**config.mk**
```make
export PLATFORM = sky130hd
export DESIGN_NAME = inductor_channel_conditioner
export DESIGN_NICKNAME = d
export VERILOG_FILES = /design/src/hw/rtl/icc_pkg.sv /design/src/hw/rtl/icc_front.sv /design/src/hw/rtl/icc_queue.sv /design/src/hw/rtl/icc_back.sv /design/src/hw/rtl/inductor_channel_conditioner.sv
export SDC_FILE = /design/constraint.sdc
export NUM_CORES = 2
export LEC_CHECK = 0
export BUFFER_PORTS_ARGS = -buffer_cell sky130_fd_sc_hd__clkbuf_2
export CAP_MARGIN = 10
export CORE_AREA = 4 4 319 321
export DETAILED_ROUTE_END_ITERATION = 7
export DIE_AREA = 0 0 323 325
export GPL_ROUTABILITY_DRIVEN = 0
export PLACE_DENSITY = 0.49
export SYNTH_ARGS = -nofsm -noshare
export SYNTH_HDL_FRONTEND = slang
export SYNTH_SLANG_ARGS = --single-unit
```
**constraint.sdc**
```tcl
create_clock -name clock -period 14.2 [get_ports clock]
set_clock_uncertainty 0.2 [all_clocks]
set_input_delay 0.71 -clock clock [delete_from_list [all_inputs] [get_ports clock]]
set_output_delay 0.71 -clock clock [all_outputs]
set_load 0.02 [all_outputs]
```
**src/hw/rtl/icc_pkg.sv**
```systemverilog
`timescale 1ns / 1ps
// ----------------------------------------------------------------------------
// Inductor channel conditioner package
// Shared widths, constants, payload types, queue entry and back-end states.
// ----------------------------------------------------------------------------
package icc_pkg;

   localparam int CHANNELS_DEFAULT = 5;
   localparam int HISTORY_DEPTH    = 5;
   localparam int ADC_BITS         = 10;

   localparam int SAMPLE_W = 10;
   localparam int USED_W   = (ADC_BITS < SAMPLE_W) ? ADC_BITS : SAMPLE_W;
   localparam int CH_W     = 3;
   localparam int LEVEL_W  = 15;
   localparam int SUM3_W   = 12;
   localparam int WSUM_W   = 14;
   localparam int THR_W    = SAMPLE_W + 1;

   localparam int QUEUE_DEPTH = 2;

   localparam logic [SAMPLE_W-1:0] SAMPLE_MASK = SAMPLE_W'((33'd1 << USED_W) - 33'd1);
   localparam logic [SAMPLE_W-1:0] MAX_RESET   = SAMPLE_W'(800);
   localparam logic [LEVEL_W-1:0]  LEVEL_FULL  = LEVEL_W'(25600);
   localparam int                  LEVEL_PCT   = 100;
   localparam int                  Q8_SHIFT    = 8;

   // Reciprocal constants: floor(x / 3), floor(x / 15) and floor(6 * m / 5).
   localparam int MEAN_PROD_W = 24;
   localparam int MEAN_RECIP  = 2731;
   localparam int MEAN_SHIFT  = 13;
   localparam int AVG_PROD_W  = 29;
   localparam int AVG_RECIP   = 17477;
   localparam int AVG_SHIFT   = 18;
   localparam int THR_PROD_W  = 26;
   localparam int THR_RECIP   = 6 * 6554;
   localparam int THR_SHIFT   = 15;

   localparam int DIVIDEND_W = SAMPLE_W + LEVEL_W;
   localparam int DIV_STEPS  = LEVEL_W;
   localparam int CNT_W      = $clog2(DIV_STEPS);

   typedef logic [SAMPLE_W-1:0] sample_type;

   typedef enum logic [1:0] {
      OP_NORMALIZE  = 2'd0,
      OP_SET_MAX    = 2'd1,
      OP_TRACK_PEAK = 2'd2,
      OP_RESERVED   = 2'd3
   } opcode_type;

   typedef struct packed {
      opcode_type      opcode;
      logic [CH_W-1:0] channel;
      sample_type      sample_a;
      sample_type      sample_b;
      sample_type      sample_c;
      sample_type      sample_d;
      sample_type      sample_e;
   } req_type;

   typedef struct packed {
      logic [CH_W-1:0]    out_channel;
      sample_type         smoothed;
      logic [LEVEL_W-1:0] level_q8;
      sample_type         peak;
   } rsp_type;

   typedef struct packed {
      opcode_type        opcode;
      logic [CH_W-1:0]   channel;
      logic              in_range;
      logic [SUM3_W-1:0] sum3;
   } task_type;

   typedef struct packed {
      logic [HISTORY_DEPTH-2:0][SAMPLE_W-1:0] hist;
      sample_type                             max_val;
   } row_type;

   typedef enum logic [2:0] {
      ST_IDLE,
      ST_MEAN,
      ST_AVG,
      ST_THR,
      ST_DECIDE,
      ST_DIV,
      ST_DONE
   } state_type;

endpackage

```
**src/hw/rtl/icc_front.sv**
```systemverilog
`timescale 1ns / 1ps
// ----------------------------------------------------------------------------
// Inductor channel conditioner front end
// Accepts a burst, checks its channel and forms the sum of the middle three
// reads, then hands the work entry to the queue.
// ----------------------------------------------------------------------------
module icc_front import icc_pkg::*; #(
   parameter int CHANNELS = CHANNELS_DEFAULT
) (
   input  logic     req_valid,
   output logic     req_ready,
   input  req_type  req_data,
   input  logic     q_full,
   output logic     q_push,
   output task_type q_entry
);

   assign req_ready = !q_full;
   assign q_push    = req_valid && !q_full;

   always_comb begin
      sample_type        smp [5];
      sample_type        lo;
      sample_type        hi;
      logic [SUM3_W:0]   sum5;
      smp[0] = req_data.sample_a & SAMPLE_MASK;
      smp[1] = req_data.sample_b & SAMPLE_MASK;
      smp[2] = req_data.sample_c & SAMPLE_MASK;
      smp[3] = req_data.sample_d & SAMPLE_MASK;
      smp[4] = req_data.sample_e & SAMPLE_MASK;
      lo   = smp[0];
      hi   = smp[0];
      sum5 = (SUM3_W+1)'(smp[0]);
      for (int i = 1; i < 5; i++) begin
         if (smp[i] < lo) lo = smp[i];
         if (smp[i] > hi) hi = smp[i];
         sum5 = sum5 + (SUM3_W+1)'(smp[i]);
      end
      q_entry.opcode   = req_data.opcode;
      q_entry.channel  = req_data.channel;
      q_entry.in_range = (32'(req_data.channel) < 32'(CHANNELS));
      q_entry.sum3     = SUM3_W'(sum5 - (SUM3_W+1)'(lo) - (SUM3_W+1)'(hi));
   end

endmodule

```
**src/hw/rtl/icc_queue.sv**
```systemverilog
`timescale 1ns / 1ps
// ----------------------------------------------------------------------------
// Inductor channel conditioner work queue
// Short FIFO of work entries between the front end and the back end.
// ----------------------------------------------------------------------------
module icc_queue import icc_pkg::*; (
   input  logic     clock,
   input  logic     reset,
   input  logic     push,
   input  task_type push_data,
   output logic     full,
   input  logic     pop,
   output logic     pop_valid,
   output task_type pop_data
);

   localparam int PTR_W = (QUEUE_DEPTH > 1) ? $clog2(QUEUE_DEPTH) : 1;
   localparam int CNT_Q = $clog2(QUEUE_DEPTH + 1);

   task_type           entry_ff [QUEUE_DEPTH];
   logic [PTR_W-1:0]   wr_ptr_ff, wr_ptr_in;
   logic [PTR_W-1:0]   rd_ptr_ff, rd_ptr_in;
   logic [CNT_Q-1:0]   count_ff, count_in;
   logic               do_push, do_pop;

   assign full      = (count_ff == CNT_Q'(QUEUE_DEPTH));
   assign pop_valid = (count_ff != '0);
   assign pop_data  = entry_ff[rd_ptr_ff];
   assign do_push   = push && !full;
   assign do_pop    = pop && pop_valid;

   always_comb begin
      wr_ptr_in = wr_ptr_ff;
      rd_ptr_in = rd_ptr_ff;
      count_in  = count_ff;
      if (do_push) begin
         wr_ptr_in = (wr_ptr_ff == PTR_W'(QUEUE_DEPTH - 1)) ? '0 : wr_ptr_ff + 1'b1;
      end
      if (do_pop) begin
         rd_ptr_in = (rd_ptr_ff == PTR_W'(QUEUE_DEPTH - 1)) ? '0 : rd_ptr_ff + 1'b1;
      end
      if (do_push && !do_pop) begin
         count_in = count_ff + 1'b1;
      end else if (do_pop && !do_push) begin
         count_in = count_ff - 1'b1;
      end
   end

   always_ff @(posedge clock) begin
      if (reset) begin
         wr_ptr_ff <= '0;
         rd_ptr_ff <= '0;
         count_ff  <= '0;
      end else begin
         wr_ptr_ff <= wr_ptr_in;
         rd_ptr_ff <= rd_ptr_in;
         count_ff  <= count_in;
      end
   end

   always_ff @(posedge clock) begin
      if (do_push) entry_ff[wr_ptr_ff] <= push_data;
   end

endmodule

```
**src/hw/rtl/icc_back.sv**
```systemverilog
`timescale 1ns / 1ps
// ----------------------------------------------------------------------------
// Inductor channel conditioner back end
// Sequencer that reads the channel row, forms the trimmed mean and weighted
// average, applies the opcode with a serial divider, and writes the row back.
// ----------------------------------------------------------------------------
module icc_back import icc_pkg::*; #(
   parameter int CHANNELS = CHANNELS_DEFAULT
) (
   input  logic     clock,
   input  logic     reset,
   input  logic     q_valid,
   input  task_type q_entry,
   output logic     q_pop,
   output logic     rsp_valid,
   input  logic     rsp_ready,
   output rsp_type  rsp_data
);

   localparam int IDX_W = (CHANNELS > 1) ? $clog2(CHANNELS) : 1;
   localparam row_type ROW_RESET = '{hist: '0, max_val: MAX_RESET};

   row_type                  mem [CHANNELS];
   row_type                  rd_ff;
   row_type                  wr_row;
   logic                     mem_we;
   logic [IDX_W-1:0]         rd_idx;
   logic [IDX_W+CH_W-1:0]    ch_ext;

   logic [CHANNELS-1:0]      row_valid_ff, row_valid_in;
   state_type                state_ff, state_in;
   logic                     rsp_valid_ff, rsp_valid_in;
   rsp_type                  rsp_ff, rsp_in;

   task_type                 task_ff, task_in;
   logic [IDX_W-1:0]         idx_ff, idx_in;
   row_type                  row_ff, row_in;
   logic [MEAN_PROD_W-1:0]   mean_prod_ff, mean_prod_in;
   sample_type               mean_ff, mean_in;
   logic [AVG_PROD_W-1:0]    avg_prod_ff, avg_prod_in;
   sample_type               avg_ff, avg_in;
   logic [THR_PROD_W-1:0]    thr_prod_ff, thr_prod_in;
   logic [LEVEL_W-1:0]       level_ff, level_in;
   sample_type               max_new_ff, max_new_in;
   sample_type               rem_ff, rem_in;
   logic [LEVEL_W-1:0]       shf_ff, shf_in;
   logic [CNT_W-1:0]         cnt_ff, cnt_in;

   assign ch_ext    = (IDX_W+CH_W)'(q_entry.channel);
   assign rd_idx    = q_entry.in_range ? ch_ext[IDX_W-1:0] : '0;
   assign rsp_valid = rsp_valid_ff;
   assign rsp_data  = rsp_ff;

   always_comb begin
      sample_type              mean_val;
      logic [WSUM_W-1:0]       wsum;
      logic [THR_W-1:0]        thr;
      logic [SAMPLE_W+6:0]     avg100;
      logic [DIVIDEND_W-1:0]   dividend;
      logic [SAMPLE_W:0]       cand;
      logic                    ge;

      state_in     = state_ff;
      row_valid_in = row_valid_ff;
      rsp_valid_in = rsp_valid_ff;
      rsp_in       = rsp_ff;
      task_in      = task_ff;
      idx_in       = idx_ff;
      row_in       = row_ff;
      mean_prod_in = mean_prod_ff;
      mean_in      = mean_ff;
      avg_prod_in  = avg_prod_ff;
      avg_in       = avg_ff;
      thr_prod_in  = thr_prod_ff;
      level_in     = level_ff;
      max_new_in   = max_new_ff;
      rem_in       = rem_ff;
      shf_in       = shf_ff;
      cnt_in       = cnt_ff;
      q_pop        = 1'b0;
      mem_we       = 1'b0;

      mean_val = mean_prod_ff[MEAN_SHIFT+SAMPLE_W-1:MEAN_SHIFT];
      wsum     = WSUM_W'(HISTORY_DEPTH) * WSUM_W'(mean_val);
      for (int k = 0; k < HISTORY_DEPTH - 1; k++) begin
         wsum = wsum + WSUM_W'(HISTORY_DEPTH - 1 - k) * WSUM_W'(row_ff.hist[k]);
      end
      thr      = thr_prod_ff[THR_SHIFT+THR_W-1:THR_SHIFT];
      avg100   = (SAMPLE_W+7)'(avg_ff) * (SAMPLE_W+7)'(LEVEL_PCT);
      dividend = DIVIDEND_W'({avg100, Q8_SHIFT'(0)});
      cand     = {rem_ff, shf_ff[LEVEL_W-1]};
      ge       = (cand >= {1'b0, row_ff.max_val});

      wr_row.hist[0] = mean_ff;
      for (int k = 1; k < HISTORY_DEPTH - 1; k++) begin
         wr_row.hist[k] = row_ff.hist[k-1];
      end
      wr_row.max_val = max_new_ff;

      if (rsp_valid_ff && rsp_ready) rsp_valid_in = 1'b0;

      case (state_ff)
         ST_IDLE: begin
            if (q_valid) begin
               q_pop    = 1'b1;
               task_in  = q_entry;
               idx_in   = rd_idx;
               state_in = ST_MEAN;
            end
         end
         ST_MEAN: begin
            row_in       = row_valid_ff[idx_ff] ? rd_ff : ROW_RESET;
            mean_prod_in = MEAN_PROD_W'(task_ff.sum3) * MEAN_PROD_W'(MEAN_RECIP);
            state_in     = ST_AVG;
         end
         ST_AVG: begin
            mean_in     = mean_val;
            avg_prod_in = AVG_PROD_W'(wsum) * AVG_PROD_W'(AVG_RECIP);
            state_in    = ST_THR;
         end
         ST_THR: begin
            avg_in      = avg_prod_ff[AVG_SHIFT+SAMPLE_W-1:AVG_SHIFT];
            thr_prod_in = THR_PROD_W'(row_ff.max_val) * THR_PROD_W'(THR_RECIP);
            state_in    = ST_DECIDE;
         end
         ST_DECIDE: begin
            level_in   = '0;
            max_new_in = row_ff.max_val;
            state_in   = ST_DONE;
            if (task_ff.in_range) begin
               case (task_ff.opcode)
                  OP_NORMALIZE: begin
                     if (avg_ff == '0) begin
                        level_in = '0;
                     end else if ({1'b0, avg_ff} >= thr) begin
                        level_in = LEVEL_FULL;
                     end else begin
                        rem_in   = dividend[DIVIDEND_W-1:LEVEL_W];
                        shf_in   = dividend[LEVEL_W-1:0];
                        cnt_in   = CNT_W'(DIV_STEPS - 1);
                        state_in = ST_DIV;
                     end
                  end
                  OP_SET_MAX: begin
                     max_new_in = avg_ff;
                  end
                  OP_TRACK_PEAK: begin
                     if (avg_ff >= row_ff.max_val) max_new_in = avg_ff;
                  end
                  default: begin
                  end
               endcase
            end
         end
         ST_DIV: begin
            rem_in = ge ? SAMPLE_W'(cand - {1'b0, row_ff.max_val}) : cand[SAMPLE_W-1:0];
            shf_in = {shf_ff[LEVEL_W-2:0], ge};
            cnt_in = cnt_ff - 1'b1;
            if (cnt_ff == '0) begin
               level_in = {shf_ff[LEVEL_W-2:0], ge};
               state_in = ST_DONE;
            end
         end
         ST_DONE: begin
            if (!rsp_valid_ff || rsp_ready) begin
               rsp_valid_in       = 1'b1;
               rsp_in.out_channel = task_ff.channel;
               if (task_ff.in_range) begin
                  rsp_in.smoothed      = avg_ff;
                  rsp_in.level_q8      = level_ff;
                  rsp_in.peak          = max_new_ff;
                  mem_we               = 1'b1;
                  row_valid_in[idx_ff] = 1'b1;
               end else begin
                  rsp_in.smoothed = '0;
                  rsp_in.level_q8 = '0;
                  rsp_in.peak     = '0;
               end
               state_in = ST_IDLE;
            end
         end
         default: begin
            state_in = ST_IDLE;
         end
      endcase
   end

   always_ff @(posedge clock) begin
      if (reset) begin
         state_ff     <= ST_IDLE;
         rsp_valid_ff <= 1'b0;
         row_valid_ff <= '0;
      end else begin
         state_ff     <= state_in;
         rsp_valid_ff <= rsp_valid_in;
         row_valid_ff <= row_valid_in;
      end
   end

   always_ff @(posedge clock) begin
      rsp_ff       <= rsp_in;
      task_ff      <= task_in;
      idx_ff       <= idx_in;
      row_ff       <= row_in;
      mean_prod_ff <= mean_prod_in;
      mean_ff      <= mean_in;
      avg_prod_ff  <= avg_prod_in;
      avg_ff       <= avg_in;
      thr_prod_ff  <= thr_prod_in;
      level_ff     <= level_in;
      max_new_ff   <= max_new_in;
      rem_ff       <= rem_in;
      shf_ff       <= shf_in;
      cnt_ff       <= cnt_in;
   end

   always_ff @(posedge clock) begin
      if (mem_we) mem[idx_ff] <= wr_row;
      rd_ff <= mem[rd_idx];
   end

endmodule

```
**src/hw/rtl/inductor_channel_conditioner.sv**
```systemverilog
`timescale 1ns / 1ps
// ----------------------------------------------------------------------------
// Inductor channel conditioner
// Trimmed mean, per-channel weighted history average and normalization
// against a per-channel maximum for bursts of five ADC reads.
// ----------------------------------------------------------------------------
// A burst enters on the req_ channel as one beat: opcode, channel and five
// raw reads. Each burst gives exactly one beat on the rsp_ channel, in order.
// The front end takes a beat whenever its two-entry queue has room, so the
// sender is held off only while the queue is full.
// The back end works on one burst at a time and pops the next only when it
// is through with the last. Each burst goes through the mean, average,
// threshold and decide states to the done state, which loads the result
// register. A normalize that needs the quotient also goes through the divide
// state, whose serial divider resolves one quotient bit per cycle; a set,
// track or unused opcode, or a channel out of range, skips it.
// The per-channel history and maximum sit in a small memory with one valid
// bit per channel; after reset every channel reads as an empty history and
// a maximum of 800, with no clearing pass.
// When the receiver stalls, the result beat holds in the output register,
// the back end waits with its next result; the queue takes beats until full.
// ----------------------------------------------------------------------------
module inductor_channel_conditioner import icc_pkg::*; #(
   parameter int CHANNELS = CHANNELS_DEFAULT
) (
   input  logic    clock,
   input  logic    reset,
   input  logic    req_valid,
   output logic    req_ready,
   input  req_type req_data,
   output logic    rsp_valid,
   input  logic    rsp_ready,
   output rsp_type rsp_data
);

   logic     q_push;
   logic     q_full;
   task_type q_entry;
   logic     q_pop;
   logic     q_valid;
   task_type q_head;

   icc_front #(.CHANNELS(CHANNELS)) u_front (
      .req_valid (req_valid),
      .req_ready (req_ready),
      .req_data  (req_data),
      .q_full    (q_full),
      .q_push    (q_push),
      .q_entry   (q_entry)
   );

   icc_queue u_queue (
      .clock     (clock),
      .reset     (reset),
      .push      (q_push),
      .push_data (q_entry),
      .full      (q_full),
      .pop       (q_pop),
      .pop_valid (q_valid),
      .pop_data  (q_head)
   );

   icc_back #(.CHANNELS(CHANNELS)) u_back (
      .clock     (clock),
      .reset     (reset),
      .q_valid   (q_valid),
      .q_entry   (q_head),
      .q_pop     (q_pop),
      .rsp_valid (rsp_valid),
      .rsp_ready (rsp_ready),
      .rsp_data  (rsp_data)
   );

endmodule

```
# After elaboration in Yosys (flattened, before gate mapping)
# Memory sizes are Yosys's and may differ from the RTL's. A register that Yosys moved wholly into a read port is not among the register bits.
# Cells that the tools add are included.
[totals]
word_cells = 174
n_memories = 2
ff_bits = 271
mem_bits_rw = 286
[op_classes]
muxes = 64
order_cmp = 14
reduce_logical = 25
add_sub_neg = 16
bitwise_logic = 1
n_mul = 6
eq_ne = 16
[memory_table]
columns = ["memory", "words", "word_bits", "read_ports", "rd_ports_with_merged_regs", "write_ports", "line", "text"]
rows = [
  ["u_back.mem", 5, 50, 1, 1, 1, "icc_back.sv:23", "row_type mem [CHANNELS];"],
  ["u_queue.entry_ff", 2, 18, 1, 1, 1, "icc_queue.sv:20", "task_type entry_ff [QUEUE_DEPTH];"],
]
[op_table]
columns = ["operator", "count"]
rows = [
  ["$mux 10", 15],
  ["$mux 15", 9],
  ["$pmux 15 s2", 2],
  ["$gt 10x10->1", 4],
  ["$lt 10x10->1", 4],
  ["$pmux 10 s2", 2],
  ["$add 12x10->12", 3],
  ["$mul 14x15->28 const B", 1],
  ["$mul 10x14->24 const B", 1],
  ["$sub 12x10->12", 2],
  ["$mul 12x12->23 const B", 1],
  ["$mux 3", 7],
  ["$pmux 3 s7", 1],
  ["$mux 1", 18],
  ["$mux 4", 4],
  ["$mul 10x5->15 const B", 1],
  ["$add 13x12->14", 1],
  ["$add 14x10->14", 1],
  ["$add 14x11->14", 1],
  ["$add 14x12->14", 1],
  ["$mul 3x10->13 const A", 1],
  ["$mul 2x10->12 const A", 1],
  ["$add 10x10->11", 1],
  ["$ge 10x11->1", 1],
  ["other kinds (33)", 59],
]

# Depth between registers and ports, before layout
[depth]
ltp_word = 10
mapped_depth = 61

# Hierarchy
# Synthesis repeated with hierarchy kept, for this count alone.
[unflattened]
cells_unflattened = 3007
area_unflattened_um2 = 35248.8
[by_module_without_submodules]
columns = ["module", "n_inst", "area_each_um2", "cells_per_inst"]
rows = [
  ["icc_back", 1, 29054.1, 2345],
  ["icc_front", 1, 4678.2, 581],
  ["icc_queue", 1, 1516.5, 81],
]

# Least setup slack after synthesis
# Ideal clock, no wire load.
[synth_timing]
kind = "in2reg"
from = "input port req_data[45] (netlist name)"
to = "memory u_queue.entry_ff[0][11] (netlist name), data pin"
stages = 59
arrival_time_ps = 12128
required_ps = 13736
setup_slack_ps = 1607
path_buffers = 5
cell_sequence = "inv_1 > ha_1 > a21oi_1 > o31ai_2 > a2111oi_4 > clkbuf_1 > clkbuf_1 > nor2_1 > a21oi_1 > ha_1 > a21o_1 > a21o_1 > a21o_1 > a21o_1 > a21oi_1 > o21ai_0 > a21oi_1 > buf_1 > [... 23 more ...] > and3_1 > clkbuf_1 > mux2_2 > fa_1 > fa_1 > fa_1 > inv_1 > ha_1 > fa_1 > a21o_1 > a21oi_1 > o21bai_1 > a21oi_1 > o21bai_1 > a21oi_1 > o21bai_1 > a21oi_1 > xnor2_1"
[synth_rtl]
columns = ["item", "line", "text"]
rows = [
  ["start, declared", "inductor_channel_conditioner.sv:30", "input req_type req_data,"],
  ["end, declared", "icc_queue.sv:20", ""],
]

==> results.ini <==
[setup_path]
cpPeakStageDelay_ps = 620
endpoint_kind = flip-flop
reg2reg_from = u_back.mean_prod_ff[14]$_DFFE_PP_
required_ps = 14350
timing.critical_path.mode_cell = a21oi_1
rr_endpoint = u_back.avg_prod_ff[26]$_DFFE_PP_
r2r_cells = 32
cpMaxStageDelayCell = a211oi_2
r2r_setup_slack_ps = 4190
cp_max_fo = 18
start_kind = input pin
critPathKind = in -> reg
cp.arrival_ps = 13200

[sta]
rsz0062_at_grt = no
drv_slew = 0
worstMarginPinSlew_ps = 1210
final_hold_viol_count = 0
setup_viol = 0
max_freq_mhz = 76.6
setup_tns_ps = 0
max_slew_margin_pct = 19.0
period_minus_slack_ps = 13050
post-route-period-util_pct = 91.9

[grt]
use_met3_pct = 1.88
grt_overflow = 0
grtUsageMet2_pct = 25.6
met1_usage_pct = 20.4
grt_pass1_vias = 22257
grt.busiest_layer = met2
grt_usage_pct = 15.1
grt_start_max_net_pins = 77
grt_pass1_wl_mm = 125
antenna_found_initial = 2

[hold_path]
hold_path_end = u_queue.entry_ff[1][17]$_DFFE_PP_
min_from = req_data[54]
whs_path_depth = 1
hp-class = in -> reg

[yosys]
ys_ff_latch = 564
synth_top_area_cell = edfxtp_1
synth_enable_flop_cells = 500
synth_ff_type = edfxtp_1
synth.avg_cell_area_um2 = 12.4
synth-async-reset-ratio_pct = 0
ys_seq_area_share_pct = 47.5
netlist.area_leader.share_pct = 43.7
syn_nets = 3426
yosysUniqueCellTypes = 71
syn_area_um2 = 34300
synth_area_leaders = edfxtp_1 44%, ha_1 15%, fa_1 11%, inv_1 4.0%, dfxtp_1 3.7%
synth_warnings = 0
syn_inst = 2761

[drt]
ant_nets = 0
vias = 20714
wl_per_cell_um = 18.5
drc = 0
avgViaCountPerCell = 4.90
first_pass_iters = 5
drt_iter0_drc = 1250
drt-total-wl_mm = 78.4

[cts]
cts_root_buf = clkbuf_16
ctsHoldBuffers = 0
cts_resized = 0
cts_max_level = 2
cts_tree = done
clkSlewWorstSetupHoldPaths_ps = 60
clock_latency_ps = 640
cts_max_path_buffers = 3
cts_buffers = 61
postCtsSetupBuffers = 0
clock_sinks = 564

[outcome]
status = finished clean

[cells_and_area]
area_growth_pct = 12.3
nNetsFinal = 3545
nFillCells = 9534
drive_above_1_share_pct = 11.2

[flow_run]
max_cap_violations = 0

[floorplanning]
coreArea_um2 = 99300
rows = 116
die_height_um = 325
design.die.area_um2 = 105000
initial_core_util_pct = 34.6
ios = 99
die_w_um = 323

[placement]
dp_hpwl_mm = 55.5
port_buffers = 98

[worst max-delay path by stage]
stage                      start                                end  slack (ps)
global placement    req_data[48]  u_queue.entry_ff[0][11]$_DFFE_PP_        1000
detailed placement  req_data[48]  u_queue.entry_ff[1][11]$_DFFE_PP_         620
floorplan           req_data[45]  u_queue.entry_ff[0][11]$_DFFE_PP_        1610
finish              req_data[48]  u_queue.entry_ff[1][11]$_DFFE_PP_        1150
global route        req_data[48]  u_queue.entry_ff[1][11]$_DFFE_PP_         190
CTS                 req_data[48]  u_queue.entry_ff[1][11]$_DFFE_PP_        1260
[state kept, by name, summed over array words and instances (netlist names), 5 cells and up, named ones only]
| register | flops |
|---|---|
| u_back.mem | 250 |
| u_back.rd_ff | 50 |
| u_back.shf_ff | 15 |
| u_back.task_ff | 18 |
| u_back.avg_prod_ff | 10 |
| u_back.level_ff | 15 |
| u_back.max_new_ff | 10 |
| u_back.row_valid_ff | 5 |
| u_back.row_ff | 50 |
| u_back.rsp_data | 38 |
| u_back.mean_prod_ff | 10 |
| u_back.thr_prod_ff | 11 |
| u_back.mean_ff | 10 |
| u_back.rem_ff | 10 |
| u_queue.entry_ff | 36 |
| u_back.avg_ff | 10 |
[kinds of logic (layout without fill, tap and decap cells)]
logic type | Yosys count | after routing | synth area share [%]
other | 0 | 2 | 0
XOR/XNOR | 80 | 80 | 2.04
buffers and inverters | 443 | 613 | 4.88
flip-flops | 564 | 564 | 47.5
multiplexers | 140 | 140 | 4.35
AND/OR/NAND/NOR | 488 | 488 | 7.01
adder cells (fa/ha/maj) | 607 | 607 | 26.2
AO/OA/AOI/OAI | 439 | 439 | 8.03
[worst max-delay path, delay by kind of cell]
family / cells / cell delay [ps]
XOR/XNOR: 1 / 100
AND/OR/NAND/NOR: 14 / 3130
buffers and inverters: 5 / 760
AO/OA/AOI/OAI: 23 / 4280
adder cells (fa/ha/maj): 10 / 3470
multiplexers: 2 / 730
[synth_stat cells, drive strengths merged, types with 8 or more instances]
library cell / n
mux2i: 66
and3: 18
mux2: 74
nand3: 18
inv: 370
ha: 419
nor3: 12
a22o: 10
nand4: 14
nor2: 106
o21ai: 143
nor2b: 18
a21oi: 90
xnor2: 65
fa: 187
o21a: 19
o21bai: 22
xor2: 15
buf: 12
o22ai: 53
nand2: 157
edfxtp: 500
nand2b: 25
dfxtp: 64
clkbuf: 61
a21o: 38
nor4: 10
a21boi: 8
and2: 87
[layer usage]
metal	wire length, um	part of all wire [%]	up-vias
li1	-	-	9945
met4	2010	2.6	0
met2	37500	48	339
met5	0	0	-
met3	2480	3.2	115
met1	36500	47	10315
[cell type report]
class                   count  area, um^2  area share, %
flip-flops and latches    564       16300           42.3
clock buffers              85        1720           4.46
well taps                1298        1620           4.21
multi-input cells        1754       16400           42.7
inverters                 370        1390           3.60
clock inverters            29         342          0.886
diodes                      2        5.00         0.0130
repair buffers            129         723           1.88
[cell usage in the layout (no fill, tap or decap), types with 14 or more instances in the layout]
| cell type | Yosys | final |
|---|---|---|
| edfxtp_1 | 500 | 500 |
| ha_1 | 419 | 419 |
| inv_1 | 370 | 370 |
| fa_1 | 187 | 187 |
| nand2_1 | 157 | 157 |
| o21ai_0 | 142 | 142 |
| nor2_1 | 105 | 100 |
| clkbuf_2 | 0 | 98 |
| a21oi_1 | 89 | 89 |
| and2_1 | 87 | 86 |
| mux2_2 | 74 | 74 |
| mux2i_1 | 66 | 65 |
| xnor2_1 | 65 | 65 |
| dfxtp_1 | 64 | 64 |
| clkbuf_16 | 0 | 62 |
| o22ai_1 | 53 | 52 |
| a21o_1 | 38 | 38 |
| buf_4 | 0 | 31 |
| nand2b_1 | 25 | 25 |
| o21bai_1 | 22 | 22 |
| o21a_1 | 19 | 19 |
| nand3_1 | 18 | 18 |
| and3_1 | 18 | 17 |
| nor2b_1 | 18 | 16 |
| xor2_1 | 15 | 15 |
| clkbuf_1 | 61 | 15 |
| nand4_1 | 14 | 14 |
[stage by stage]
step	util (%)	worst slack, ps	hold WS [ps]	cells	instance area [um^2]
2_1_floorplan	-	1610	200	2761	34300
3_3_place_gp	36.7	996	205	4115	36500
3_5_place_dp	36.7	621	205	4115	36500
4_1_cts	38.8	1260	43.3	4229	38500
5_1_grt	38.8	192	59.4	4231	38500
6_report	38.8	1150	94.5	4231	38500
Power is not shown: default switching activity piles up to over one toggle a cycle in this logic, so the estimate is an artifact.
